File: src/rtl/core/plc_pkg.sv
// Shared types, format codes and colour conversion helpers for the palette block.
`timescale 1ns / 1ps

package plc_pkg;

  localparam int PALETTE_ENTRIES_DEF = 256;
  localparam int QUEUE_DEPTH         = 4;
  localparam int PIXEL_W             = 32;
  localparam int TRUNC_W             = 24;
  localparam int ROUND_W             = 16;
  localparam int FMT_W               = 3;
  localparam int CFG_ADDR_W          = 3;
  localparam int CFG_DATA_W          = 32;

  // register index as seen in paddr[2]
  localparam logic REG_PIXEL_FORMAT = 1'b0;

  typedef enum logic [FMT_W-1:0] {
    FMT_PASS      = 3'd0,
    FMT_RGB555    = 3'd1,
    FMT_BGR555    = 3'd2,
    FMT_RGB565    = 3'd3,
    FMT_BGR565    = 3'd4,
    FMT_WORD_RLOW = 3'd5,
    FMT_WORD_BLOW = 3'd6
  } fmt_t;

  localparam logic OP_WRITE  = 1'b0;
  localparam logic OP_LOOKUP = 1'b1;

  typedef enum logic [1:0] {
    ACT_WRITE = 2'd0,
    ACT_READ  = 2'd1,
    ACT_PASS  = 2'd2,
    ACT_ZERO  = 2'd3
  } act_t;

  typedef struct packed {
    logic       op;
    logic [7:0] entry_index;
    logic [7:0] red;
    logic [7:0] green;
    logic [7:0] blue;
    logic       dither_bit;
    logic       last_entry;
  } item_t;

  typedef struct packed {
    logic               pixel_valid;
    logic [PIXEL_W-1:0] pixel_value;
    logic               batch_done;
  } result_t;

  // one classified item, as queued between front and back
  typedef struct packed {
    act_t               act;
    logic [7:0]         index;
    logic               wr_trunc;
    logic               wr_round;
    logic               dither_sel;
    logic               last;
    logic [TRUNC_W-1:0] trunc;
    logic [ROUND_W-1:0] rnd;
  } job_t;

  typedef struct packed {
    logic full;
    logic nonempty;
  } q_status_t;

  function automatic logic [7:0] round5(input logic [7:0] c);
    logic [8:0] sum;
    logic [8:0] e;
    sum = {1'b0, c} + 9'd4;
    e   = {sum[8:3], 3'b000};
    return (e > 9'h0F8) ? 8'hF8 : e[7:0];
  endfunction

  function automatic logic [7:0] round6(input logic [7:0] c);
    logic [8:0] sum;
    logic [8:0] e;
    sum = {1'b0, c} + 9'd2;
    e   = {sum[8:2], 2'b00};
    return (e > 9'h0FC) ? 8'hFC : e[7:0];
  endfunction

  // components are full 8-bit values; only their top bits land in the word
  function automatic logic [15:0] pack555(input logic [7:0] hi, input logic [7:0] g,
                                          input logic [7:0] lo);
    return {1'b0, hi[7:3], g[7:3], lo[7:3]};
  endfunction

  function automatic logic [15:0] pack565(input logic [7:0] hi, input logic [7:0] g,
                                          input logic [7:0] lo);
    return {hi[7:3], g[7:2], lo[7:3]};
  endfunction

endpackage

File: src/rtl/core/plc_queue.sv
// Short FIFO of classified items between front and back.
`timescale 1ns / 1ps

module plc_queue import plc_pkg::*; #(
  parameter int DEPTH = QUEUE_DEPTH
) (
  input  logic      clk,
  input  logic      rst,
  input  logic      push,
  input  job_t      push_job,
  input  logic      pop,
  output job_t      head,
  output q_status_t status
);

  localparam int PTR_W = (DEPTH > 1) ? $clog2(DEPTH) : 1;
  localparam int CNT_W = $clog2(DEPTH + 1);

  job_t             slots [DEPTH];
  logic [PTR_W-1:0] wr_ptr;
  logic [PTR_W-1:0] rd_ptr;
  logic [CNT_W-1:0] count;

  assign head            = slots[rd_ptr];
  assign status.full     = (count == CNT_W'(DEPTH));
  assign status.nonempty = (count != '0);

  function automatic logic [PTR_W-1:0] bump(input logic [PTR_W-1:0] p);
    return (p == PTR_W'(DEPTH - 1)) ? '0 : p + 1'b1;
  endfunction

  always_ff @(posedge clk) begin
    if (push) begin
      slots[wr_ptr] <= push_job;
    end
  end

  always_ff @(posedge clk) begin
    if (rst) begin
      wr_ptr <= '0;
      rd_ptr <= '0;
      count  <= '0;
    end else begin
      if (push) begin
        wr_ptr <= bump(wr_ptr);
      end
      if (pop) begin
        rd_ptr <= bump(rd_ptr);
      end
      if (push && !pop) begin
        count <= count + 1'b1;
      end else if (pop && !push) begin
        count <= count - 1'b1;
      end
    end
  end

endmodule

File: config.mk
export PLATFORM = sky130hd
export DESIGN_NAME = plc_queue
export DESIGN_NICKNAME = d
export VERILOG_FILES = /design/src/rtl/core/plc_pkg.sv /design/src/rtl/core/plc_queue.sv
export SDC_FILE = /design/constraint.sdc
export NUM_CORES = 1
export LEC_CHECK = 0
export BUFFER_PORTS_ARGS = -buffer_cell sky130_fd_sc_hd__buf_2
export CORE_MARGIN = 1
export CORE_UTILIZATION = 51
export CTS_CLUSTER_DIAMETER = 80
export DETAILED_ROUTE_END_ITERATION = 12
export PLACE_DENSITY = 0.76
export SETUP_SLACK_MARGIN = 0.4
export SLEW_MARGIN = 5
export SYNTH_ARGS = -nofsm -noshare
export SYNTH_HDL_FRONTEND = slang
export SYNTH_SLANG_ARGS = --single-unit
export TNS_END_PERCENT = 5
File: constraint.sdc
create_clock -name clk -period 2.5 [get_ports clk]
set_clock_uncertainty 0.15 [all_clocks]
set_input_delay 0.5 -clock clk [delete_from_list [all_inputs] [get_ports clk]]
set_output_delay 0.5 -clock clk [all_outputs]
set_load 0.02 [all_outputs]
==> summary.md <==
| Metric | Value |
|---|---|
| Status | `finished, final reports clean` |
| CP cell instances | `buf_12 > clkbuf_16 > mux4_2 > buf_2` |
| Core area | `0.01589 mm²` |
| Row count | `46` |
| Worst hold path class | `in2reg` |
| RSZ-0062 raised after global routing | `true` |
| Die area | `0.01679 mm²` |
| Final worst-path cycle share | `99.75%` |
| DRT Pass-1 Iters | `4` |
| Worst r2r src | `count[0]$_SDFFE_PP0P_` |
| R2r endpoint | `count[2]$_SDFFE_PP0P_` |
| Total CTS buffers | `23` |
| Max-slew violations | `0` |
| Number of antenna violations at the first check in global routing | `2` |
| Hold Path End | `slots[3][37]$_DFFE_PP_` |
| Number of H-tree levels | `1` |
| Clock latency on the worst-skew pair | `0.49 ns` |
| DRT iter0 DRCs | `178` |
| Peak supply drop | `0.5893 mV` |
| DR WL/cell | `20.24 µm` |
| Avg Cell Area, Syn | `25.46 µm²` |
| Gr usage total | `16.99%` |
| Startpoint types | `flip-flop` |
| Sequential area share after synthesis | `80.31%` |
| Commonest cells in the netlist | `edfxtp_1 (216), mux4_2 (50), dfxtp_1 (9), nor2_1 (7), ha_1 (6)` |
| Count leader, synth | `edfxtp_1` |
| Final setup vio count | `0` |
| Hold Path Depth | `1` |
| Register clock-pin slew on the reported worst setup and hold paths | `0.06 ns` |
| CTS Hold Bufs | `0` |
| Global-route wire length before repair | `21,050 µm` |
| Hold path start | `push_job[37]` |
| DP Wirelength | `8476 µm` |
| CTS tree | `done` |
| Setup tns final | `0 ns` |
| Max FO, Critical Path | `8` |
| RePlAce Congestion | `0.6605` |
| Vias in the first global route | `3,949` |
| Yosys cell types | `19` |
| Power Density | `839.1 mW/mm²` |
| Largest area contributor in the netlist | `edfxtp_1` |
| Reg-to-reg setup timing slack | `0.85 ns` |
| Hold Violations, Final | `0` |
| Number of flops mapped to enable cells by yosys | `216` |
| Synth Net Count | `391` |
| Area Overhead vs Synth | `23.23%` |
| Cell family contributing the most delay on the critical path | `multiplexers` |
| Clock Root Buffer | `clkbuf_16` |
| Maxcap violations | `0` |
| Pre-CTS WS | `0.2795 ns` |
| WP buf/inv | `3` |
| Ys async rst share | `0%` |
| Worst Max-Slew Pin Slew | `0.4099 ns` |
| Longest Clk Path Bufs | `3` |
| Synth top area cells | `edfxtp_1 (78%), mux4_2 (14%), dfxtp_1 (2.2%), mux4_1 (1.3%), buf_12 (1.2%)` |
| Final worst slack | `0.006158 ns` |
| Critical Path Max Stage Delay | `0.50 ns` |
| Post-route ant nets | `0` |
| Yosys top cell area share | `78.14%` |
| Nets | `538` |
| Initial Util | `52.25%` |
| GRT overflow | `0` |
| Post-layout util | `64.39%` |
| Final Cell Area | `0.01023 mm²` |
| Die Wd | `129.6 µm` |
| Die height | `129.6 µm` |
| IO buf count | `113` |
| Arr. time, crit path | `1.84 ns` |
| WP data required | `1.85 ns` |
| Lkg Pwr | `3.524 nW` |
| Cell depth of the worst flop-to-flop path | `4` |
| Ports | `114` |
| Total Routed Length | `14,250 µm` |
| Mapped Area | `0.008300 mm²` |
| Main synth FF type | `edfxtp_1` |
| DRC Markers | `0` |
| Vias post-DR | `3,785` |
| Crit Path Category | `reg2out` |
| Synth Register Bits | `225` |
| Relative slew slack | `72.67%` |
| Clk sinks | `225` |
| Crit path time final | `2.494 ns` |
| Slowest cell on the critical path | `mux4_2` |
| Post-Synthesis Cells | `326` |
| Share of cells above drive strength 1 | `45.49%` |
| Setup crit end kind | `output port` |
| Max Fclk | `0.4010 GHz` |
| Synth Warn # | `0` |
| Fin Hold WS | `0.06648 ns` |
| Largest net degree at the start of global routing | `40` |
| Placed inst area | `0.009190 mm²` |
| Ant diodes | `0` |
| Via-to-Cell Ratio | `5.376` |
==> where the power goes <==
| part | internal, mW | total (mW) | switching, mW |
|---|---|---|---|
| Combinational | 0.448 | 0.951 | 0.502 |
| Sequential | 4.32 | 4.37 | 0.0483 |
| Clock | 1.99 | 3.27 | 1.28 |
| Total | 6.76 | 8.58 | 1.83 |
==> layout make-up <==
class	instances	area, µm²
Sequential cell	225	6674
Timing Repair Buffer	134	1065
Fill cell	1071	5657
Tap cell	216	270.3
Clock inverter	12	131.4
Clock buffer	28	594.3
Inverter	4	15.01
Multi-Input combinational cell	85	1479
==> state kept, by name, indices dropped and copies added, names as in the netlist, named ones only <==
| signal | flops |
|---|---|
| slots | 216 |
| count | 3 |
| rd_ptr | 2 |
| wr_ptr | 2 |
==> layer usage <==
layer / vias to the layer above / global-route usage, % / routed length (µm)
li1: 1682 / - / -
met1: 1972 / 21.31 / 5820
met2: 107 / 29.35 / 7382
met3: 20 / 4.335 / 862
met4: 4 / 4.925 / 159
met5: - / 0 / 26
==> cells in the final DEF, fill, tap and decap left out, types with 6 or more instances in the layout <==
master,synthesis,routed
edfxtp_1,216,216
buf_2,5,80
mux4_2,50,51
buf_6,1,33
clkbuf_16,0,25
buf_4,0,11
buf_12,5,8
nor2_1,7,7
ha_1,6,6
clkinv_1,0,6
==> cell families (layout without fill, tap and decap cells) <==
kind of cell / count (synthesis) / count (layout) / synth area share [%]
flip-flops: 225 / 225 / 80.31
multiplexers: 58 / 58 / 15.32
buffers and inverters: 16 / 178 / 1.884
AND/OR/NAND/NOR: 15 / 15 / 0.9496
adder cells (fa/ha/maj): 7 / 7 / 1.146
AO/OA/AOI/OAI: 3 / 3 / 0.1808
XOR/XNOR: 2 / 2 / 0.2111
==> worst max-delay path by stage <==
stage	start	endpoint	depth (start not counted)
after floorplan	wr_ptr[0]$_SDFFE_PP0P_	slots[2][0]$_DFFE_PP_	3
after global placement	flip-flop	head[34]	3
after detailed placement	pop	count[2]$_SDFFE_PP0P_	8
after CTS	flip-flop	head[18]	3
after global routing	flip-flop	head[8]	4
final	flip-flop	head[4]	4
==> metrics by stage <==
| stage | std cells | total power [mW] |
|---|---|---|
| floorplan | 326 | 4.971 |
| global placement | 656 | 5.244 |
| detailed placement | 656 | 5.280 |
| CTS | 699 | 8.629 |
| global route | 704 | 8.866 |
| finish | 704 | 8.583 |
==> timing repair <==
item,4_1_cts,5_1_grt
endpoints found under the setup margin,54,55
gates cloned,0,2
resized for setup,53,16
pin swaps,0,0
setup buffers,3,3
Note: power is estimated with default switching activity, not from simulation.
