### src/rtl/core/plc_pkg.sv
// Shared types, format codes and colour conversion helpers for the palette block.
`timescale 1ns / 1ps

package plc_pkg;

  localparam int PALETTE_ENTRIES_DEF = 256;
  localparam int QUEUE_DEPTH         = 4;
  localparam int PIXEL_W             = 32;
  localparam int TRUNC_W             = 24;
  localparam int ROUND_W             = 16;
  localparam int FMT_W               = 3;
  localparam int CFG_ADDR_W          = 3;
  localparam int CFG_DATA_W          = 32;

  // register index as seen in paddr[2]
  localparam logic REG_PIXEL_FORMAT = 1'b0;

  typedef enum logic [FMT_W-1:0] {
    FMT_PASS      = 3'd0,
    FMT_RGB555    = 3'd1,
    FMT_BGR555    = 3'd2,
    FMT_RGB565    = 3'd3,
    FMT_BGR565    = 3'd4,
    FMT_WORD_RLOW = 3'd5,
    FMT_WORD_BLOW = 3'd6
  } fmt_t;

  localparam logic OP_WRITE  = 1'b0;
  localparam logic OP_LOOKUP = 1'b1;

  typedef enum logic [1:0] {
    ACT_WRITE = 2'd0,
    ACT_READ  = 2'd1,
    ACT_PASS  = 2'd2,
    ACT_ZERO  = 2'd3
  } act_t;

  typedef struct packed {
    logic       op;
    logic [7:0] entry_index;
    logic [7:0] red;
    logic [7:0] green;
    logic [7:0] blue;
    logic       dither_bit;
    logic       last_entry;
  } item_t;

  typedef struct packed {
    logic               pixel_valid;
    logic [PIXEL_W-1:0] pixel_value;
    logic               batch_done;
  } result_t;

  // one classified item, as queued between front and back
  typedef struct packed {
    act_t               act;
    logic [7:0]         index;
    logic               wr_trunc;
    logic               wr_round;
    logic               dither_sel;
    logic               last;
    logic [TRUNC_W-1:0] trunc;
    logic [ROUND_W-1:0] rnd;
  } job_t;

  typedef struct packed {
    logic full;
    logic nonempty;
  } q_status_t;

  function automatic logic [7:0] round5(input logic [7:0] c);
    logic [8:0] sum;
    logic [8:0] e;
    sum = {1'b0, c} + 9'd4;
    e   = {sum[8:3], 3'b000};
    return (e > 9'h0F8) ? 8'hF8 : e[7:0];
  endfunction

  function automatic logic [7:0] round6(input logic [7:0] c);
    logic [8:0] sum;
    logic [8:0] e;
    sum = {1'b0, c} + 9'd2;
    e   = {sum[8:2], 2'b00};
    return (e > 9'h0FC) ? 8'hFC : e[7:0];
  endfunction

  // components are full 8-bit values; only their top bits land in the word
  function automatic logic [15:0] pack555(input logic [7:0] hi, input logic [7:0] g,
                                          input logic [7:0] lo);
    return {1'b0, hi[7:3], g[7:3], lo[7:3]};
  endfunction

  function automatic logic [15:0] pack565(input logic [7:0] hi, input logic [7:0] g,
                                          input logic [7:0] lo);
    return {hi[7:3], g[7:2], lo[7:3]};
  endfunction

endpackage

### src/rtl/core/plc_front.sv
// Front end: accepts items, classifies them and converts palette colours.
`timescale 1ns / 1ps

module plc_front import plc_pkg::*; #(
  parameter int PALETTE_ENTRIES = PALETTE_ENTRIES_DEF
) (
  input  logic      item_valid,
  output logic      item_stall,
  input  item_t     item,
  input  fmt_t      pixel_format,
  input  q_status_t q_status,
  output logic      push,
  output job_t      job
);

  logic in_range;
  logic dual;
  logic word;

  assign item_stall = q_status.full;
  assign push       = item_valid && !q_status.full;
  assign in_range   = {1'b0, item.entry_index} < 9'(PALETTE_ENTRIES);

  always_comb begin
    job        = '0;
    job.index  = item.entry_index;
    job.last   = item.last_entry;
    dual       = 1'b0;
    word       = 1'b0;
    case (pixel_format)
      FMT_RGB555: begin
        dual      = 1'b1;
        job.trunc = TRUNC_W'(pack555(item.red, item.green, item.blue));
        job.rnd   = pack555(round5(item.red), round5(item.green), round5(item.blue));
      end
      FMT_BGR555: begin
        dual      = 1'b1;
        job.trunc = TRUNC_W'(pack555(item.blue, item.green, item.red));
        job.rnd   = pack555(round5(item.blue), round5(item.green), round5(item.red));
      end
      FMT_RGB565: begin
        dual      = 1'b1;
        job.trunc = TRUNC_W'(pack565(item.red, item.green, item.blue));
        job.rnd   = pack565(round5(item.red), round6(item.green), round5(item.blue));
      end
      FMT_BGR565: begin
        dual      = 1'b1;
        job.trunc = TRUNC_W'(pack565(item.blue, item.green, item.red));
        job.rnd   = pack565(round5(item.blue), round6(item.green), round5(item.red));
      end
      FMT_WORD_RLOW: begin
        word      = 1'b1;
        job.trunc = {item.blue, item.green, item.red};
      end
      FMT_WORD_BLOW: begin
        word      = 1'b1;
        job.trunc = {item.red, item.green, item.blue};
      end
      default: begin
        dual = 1'b0;
        word = 1'b0;
      end
    endcase

    if (item.op == OP_WRITE) begin
      job.act      = ACT_WRITE;
      job.wr_trunc = in_range && (dual || word);
      job.wr_round = in_range && dual;
    end else if (!(dual || word)) begin
      job.act = ACT_PASS;
    end else if (!in_range) begin
      job.act = ACT_ZERO;
    end else begin
      job.act        = ACT_READ;
      job.dither_sel = dual && item.dither_bit;
    end
  end

endmodule

### config.mk
export PLATFORM = sky130hd
export DESIGN_NAME = plc_front
export DESIGN_NICKNAME = d
export VERILOG_FILES = /design/src/rtl/core/plc_pkg.sv /design/src/rtl/core/plc_front.sv
export SDC_FILE = /design/constraint.sdc
export NUM_CORES = 1
export LEC_CHECK = 0
export ABC_CLOCK_PERIOD_IN_PS = 2360
export BUFFER_PORTS_ARGS = -buffer_cell sky130_fd_sc_hd__buf_4
export CAP_MARGIN = 20
export CORE_ASPECT_RATIO = 0.8
export CORE_MARGIN = 10
export CORE_UTILIZATION = 35
export DETAILED_ROUTE_END_ITERATION = 8
export MAX_ROUTING_LAYER = met4
export PLACE_DENSITY = 0.64
export SLEW_MARGIN = 20
export SYNTH_ARGS = -nofsm -noshare
export SYNTH_HDL_FRONTEND = slang
export SYNTH_SLANG_ARGS = --single-unit
export TNS_END_PERCENT = 1
### constraint.sdc
create_clock -name vclk -period 2.36
set_input_delay 0.236 -clock vclk [all_inputs]
set_output_delay 0.236 -clock vclk [all_outputs]
set_load 0.02 [all_outputs]
==> impl_metrics.ini, run 1 <==
[routing]
wirelength_um = 6546
drt-pass1-iter-count = 5
vias_per_cell = 6.038
drtIter0Drc = 228
wl_met2_um = 2881
vias = 2216
wl_per_cell_um = 17.84
wl_met1_um = 3138
wl_met3_um = 511
remaining_drc_errors = 0
postRouteAntennaNets = 0
highest_layer = met4

[cells_and_area]
regArea_um2 = 0
syn_to_final_growth_pct = 29.32
clock_buffers = 0
layout-drive-gt1-share_pct = 30.62
fillerInstances = 471
finalNetCount = 354
seq_cells = 0
num_antenna_cells = 0

[outcome]
status = finished, final reports clean

[power_and_ir_drop]
power_leakage_nw = 0.9827
power_w = 0.0005440
irDropWorstVdd_mv = 0.1096
power.density_nw_per_um2 = 252.8

[setup_path]
arrival_ns = 1.82
critPathLaunch = item[5]
start_kind = primary input
end_kind = primary output
cp.required_ns = 2.12
path_max_fanout = 8
worstSetupPathType = primary input to primary output

[timing]
max_freq_mhz = 486.5
fin_crit_sh_pct = 87.11
slew_viol_final = 0
max-slew-margin-rel_pct = 66.55
period_minus_slack_ns = 2.056
finalSetupTns_ns = 0
worst_pin_slew_ns = 0.5007
hold_viol_final = 0
rsz0062_at_grt = false
setup_viol = 0

[placed_design]
dp_hpwl_um = 5015
place.gp.congestion = 0.9191
port_buffers = 78

[floorplanning]
rows = 22
die-height_um = 81.68
start_util_pct = 36.20
die_x_um = 97.09
dieArea_um2 = 7930
io_pins = 97
core_area_um2 = 4597

[yosys]
synth_most_common_cell = nor2_1
yosysSeqAreaShare_pct = 0
ys_types = 47
synthesis.area_um2 = 1664
ys_warn_count = 0
synth_top_cells_by_count = 26 x nor2_1, 24 x a21oi_1, 17 x mux2i_1, 17 x nand2_1
syn_area_per_cell_um2 = 6.352
synth_nets = 307
synth_compound_gate_area_share_pct = 40.53
syn_inst = 262
synth_mux_area_share_pct = 13.16
synthTopCellsByArea = mux2i_1 10%, a21oi_1 7.2%, a22oi_1 6.3%, nor2_1 5.9%, buf_4 5.0%
synth_fa_ha_area_share_pct = 3.008
synth_top_area_cell = mux2i_1
yosys.area_share.xor_xnor_pct = 3.158
synth_top_area_share_pct = 10.23
yosys.area_share.simple_pct = 25.71
synth_top_family_by_area = compound AO/OA/AOI/OAI gates

[cts]
cts_setup_buffers = 0
postCtsResizedCells = 0
cts_hold_buffers = 0

[hold_path]
min_to = job[45]
min-delay-start = item[27]
min_path_type = primary input to primary output
whs_path_depth = 0

[grt]
antenna_found_initial = 0
grt_pass1_wl_um = 10460
grt_pass1_vias = 1979
overflow = 0
grt_max_degree = 30
grt_use_total_pct = 15.66

[run]
cap_violations = 0
[critical path: stages]
cell and delay, ns:
buf_4 0.14, ha_1 0.25, and3_4 0.22, mux2_4 0.31
a222oi_1 0.35, o22ai_1 0.14, buf_4 0.18
[layout make-up]
class	instances	area, um2	share of cell area (%)
multi-input combinational	218	1424	66.16
timing repair buffer	85	638.1	29.65
tap	60	75.07	3.488
inverter	4	15.01	0.6977
[report_power, final]
part	switching, W	internal [W]	total, W
Combinational	0.000317	0.000227	0.000544
Sequential	0	0	0
Clock	0	0	0
Total	0.000317	0.000227	0.000544
[layer usage]
layer / track usage (%) / up-vias
li1: - / 1067
met1: 22.46 / 1028
met2: 24.40 / 119
met3: 1.258 / 2
met4: 0.5882 / 0
met5: - / -
[kinds of logic (layout without fill, tap and decap cells)]
| logic type | Yosys count | count (layout) |
|---|---|---|
| xor+xnor | 6 | 6 |
| compound gates | 101 | 101 |
| mux | 21 | 21 |
| fa+ha+maj | 4 | 4 |
| simple gates | 86 | 86 |
| buf+inv | 44 | 89 |
[metrics by stage]
| step | area [um2] | std cells | worst slack, ns | util (%) | hold WS, ns |
|---|---|---|---|---|---|
| after floorplan | 1664 | 262 | 0.6178 | - | 0.5501 |
| after global placement | 2152 | 367 | 0.3035 | 46.82 | 0.4721 |
| after detailed placement | 2152 | 367 | 0.3195 | 46.82 | 0.4721 |
| after CTS | 2152 | 367 | 0.3058 | 46.82 | 0.4721 |
| after global routing | 2152 | 367 | 0.1343 | 46.82 | 0.4720 |
| final | 2152 | 367 | 0.3043 | 46.82 | 0.4720 |
[worst max path at each step]
stage / end / slack [ns] / cells past startpoint
after floorplan: job[13] / 0.62 / 5
after global placement: job[13] / 0.30 / 7
after detailed placement: job[13] / 0.32 / 7
after CTS: job[13] / 0.31 / 7
after global routing: job[13] / 0.13 / 7
final: job[13] / 0.30 / 7
[cell usage in the layout, fill, tap and decap left out, types with 7 or more instances in the layout]
cell and n:
nand3_1 16, o21ai_0 16, buf_4 85, nor2_1 26
nor2b_1 7, nand2_1 17, a22oi_1 14, a21oi_1 24
mux2i_1 17
Note: power is estimated with default switching activity, not from simulation.
==> run 2, diff against run 1 <==
Settings changed: MAX_ROUTING_LAYER met4 to default.
==> run 2 against run 1 <==
Total power shrank 0.18%. Flip-flop and latch count is the same. Setup slack gained 0.0040 ns. Global-route usage shrank 0.43 points. First-iteration DRC count shrank 9.2%. Utilization is the same. Sequential share of layout area is the same.
==> impl_metrics.ini, run 2 (synthesis results as in run 1) <==
[outcome]
status = finished, final reports clean

[placed_design]
post_dp_cell_area_um2 = 2152
dp_hpwl_um = 5015
pre_cts_ws_ns = 0.3195
port_buffers = 78
place.gp.congestion = 0.9036
dpl.cell_count = 367

[cells_and_area]
syn_to_final_growth_pct = 29.32
fillerInstances = 471
final_cell_area_um2 = 2152
layoutNonFillerInstCount = 367
seq_cells = 0
num_antenna_cells = 0
final_common_cell = buf_4
clock_buffers = 0
finalNetCount = 354
layout_common_cells = 85 x buf_4, 26 x nor2_1, 24 x a21oi_1
regArea_um2 = 0
layout-drive-gt1-share_pct = 30.62

[setup_path]
crit_buf_inv = 2
cp_slowest_stage_delay_ns = 0.35
worstSetupPathType = primary input to primary output
crit_path_top_delay_cell = a222oi_1
end_kind = primary output
crit_chain = buf_4, ha_1, and3_4, mux2_4, a222oi_1, o22ai_1, buf_4
cp_top_family = compound AO/OA/AOI/OAI gates
path_max_fanout = 8
start_kind = primary input
arrival_ns = 1.82
critPathLaunch = item[5]
cp.required_ns = 2.12
critPathMostFrequentCell = buf_4

[timing]
max-slew-margin-rel_pct = 67.41
period_minus_slack_ns = 2.052
setup_viol = 0
fin_crit_sh_pct = 86.94
setup_ws_ns = 0.3083
worst_pin_slew_ns = 0.4878
rsz0062_at_grt = false
max_freq_mhz = 487.4
finalSetupTns_ns = 0
slew_viol_final = 0
hold_viol_final = 0

[power_and_ir_drop]
power_leakage_nw = 0.9827
power.density_nw_per_um2 = 252.3
power_w = 0.0005430
irDropWorstVdd_mv = 0.1100

[routing]
vias_per_cell = 5.866
vias = 2153
drt-pass1-iter-count = 4
postRouteAntennaNets = 0
wl_per_cell_um = 17.78
drtIter0Drc = 207
wirelength_um = 6525
remaining_drc_errors = 0

[floorplanning]
die-height_um = 81.68
dieArea_um2 = 7930
die_x_um = 97.09
rows = 22
start_util_pct = 36.20
io_pins = 97
core_area_um2 = 4597

[grt]
antenna_found_initial = 0
grt_pass1_vias = 1972
grt_use_total_pct = 15.23
grt_max_degree = 30
grt_pass1_wl_um = 10470
overflow = 0

[hold_path]
min_to = job[45]
min-delay-start = item[27]
whs_path_depth = 0
min_path_type = primary input to primary output

[run]
cap_violations = 0

[cts]
cts_setup_buffers = 0
cts_hold_buffers = 0
postCtsResizedCells = 0
==> run 2: cell counts in the layout (fill, tap and decap cells not counted) <==
No cell type changed its count.
==> run 2: through the flow <==
stage	hold slack, ns	util (%)
2_1_floorplan	0.5501	-
3_3_place_gp	0.4721	46.82
5_1_grt	0.4720	46.82
4_1_cts	0.4721	46.82
3_5_place_dp	0.4721	46.82
6_report	0.4720	46.82
==> run 2: area by class of cell <==
type,count,area [um2],area share [%]
inverters,4,15.01,0.6977
repair buffers,85,638.1,29.65
well taps,60,75.07,3.488
multi-input cells,218,1424,66.16
==> run 2: how the worst max path moves through the flow <==
stage | to | slack [ns] | cells past startpoint
global route | job[13] | 0.13 | 7
CTS | job[13] | 0.31 | 7
finish | job[13] | 0.31 | 7
floorplan | job[13] | 0.62 | 5
detailed placement | job[13] | 0.32 | 7
global placement | job[13] | 0.30 | 7
==> run 2: routing by layer <==
| metal | vias to the layer above | share of wire [%] | track usage [%] |
|---|---|---|---|
| met2 | 104 | 44 | 24.67 |
| met4 | 0 | 0 | 0.5882 |
| met1 | 983 | 46 | 21.56 |
| met5 | - | 0 | 0 |
| met3 | 0 | 9.9 | 2.685 |
| li1 | 1066 | - | - |
==> run 2: power by group <==
| part | internal, W | total, W | leakage (nW) | switching [W] |
|---|---|---|---|---|
| Sequential | 0 | 0 | 0 | 0 |
| Clock | 0 | 0 | 0 | 0 |
| Combinational | 0.000227 | 0.000543 | 0.983 | 0.000316 |
| Total | 0.000227 | 0.000543 | 0.983 | 0.000316 |
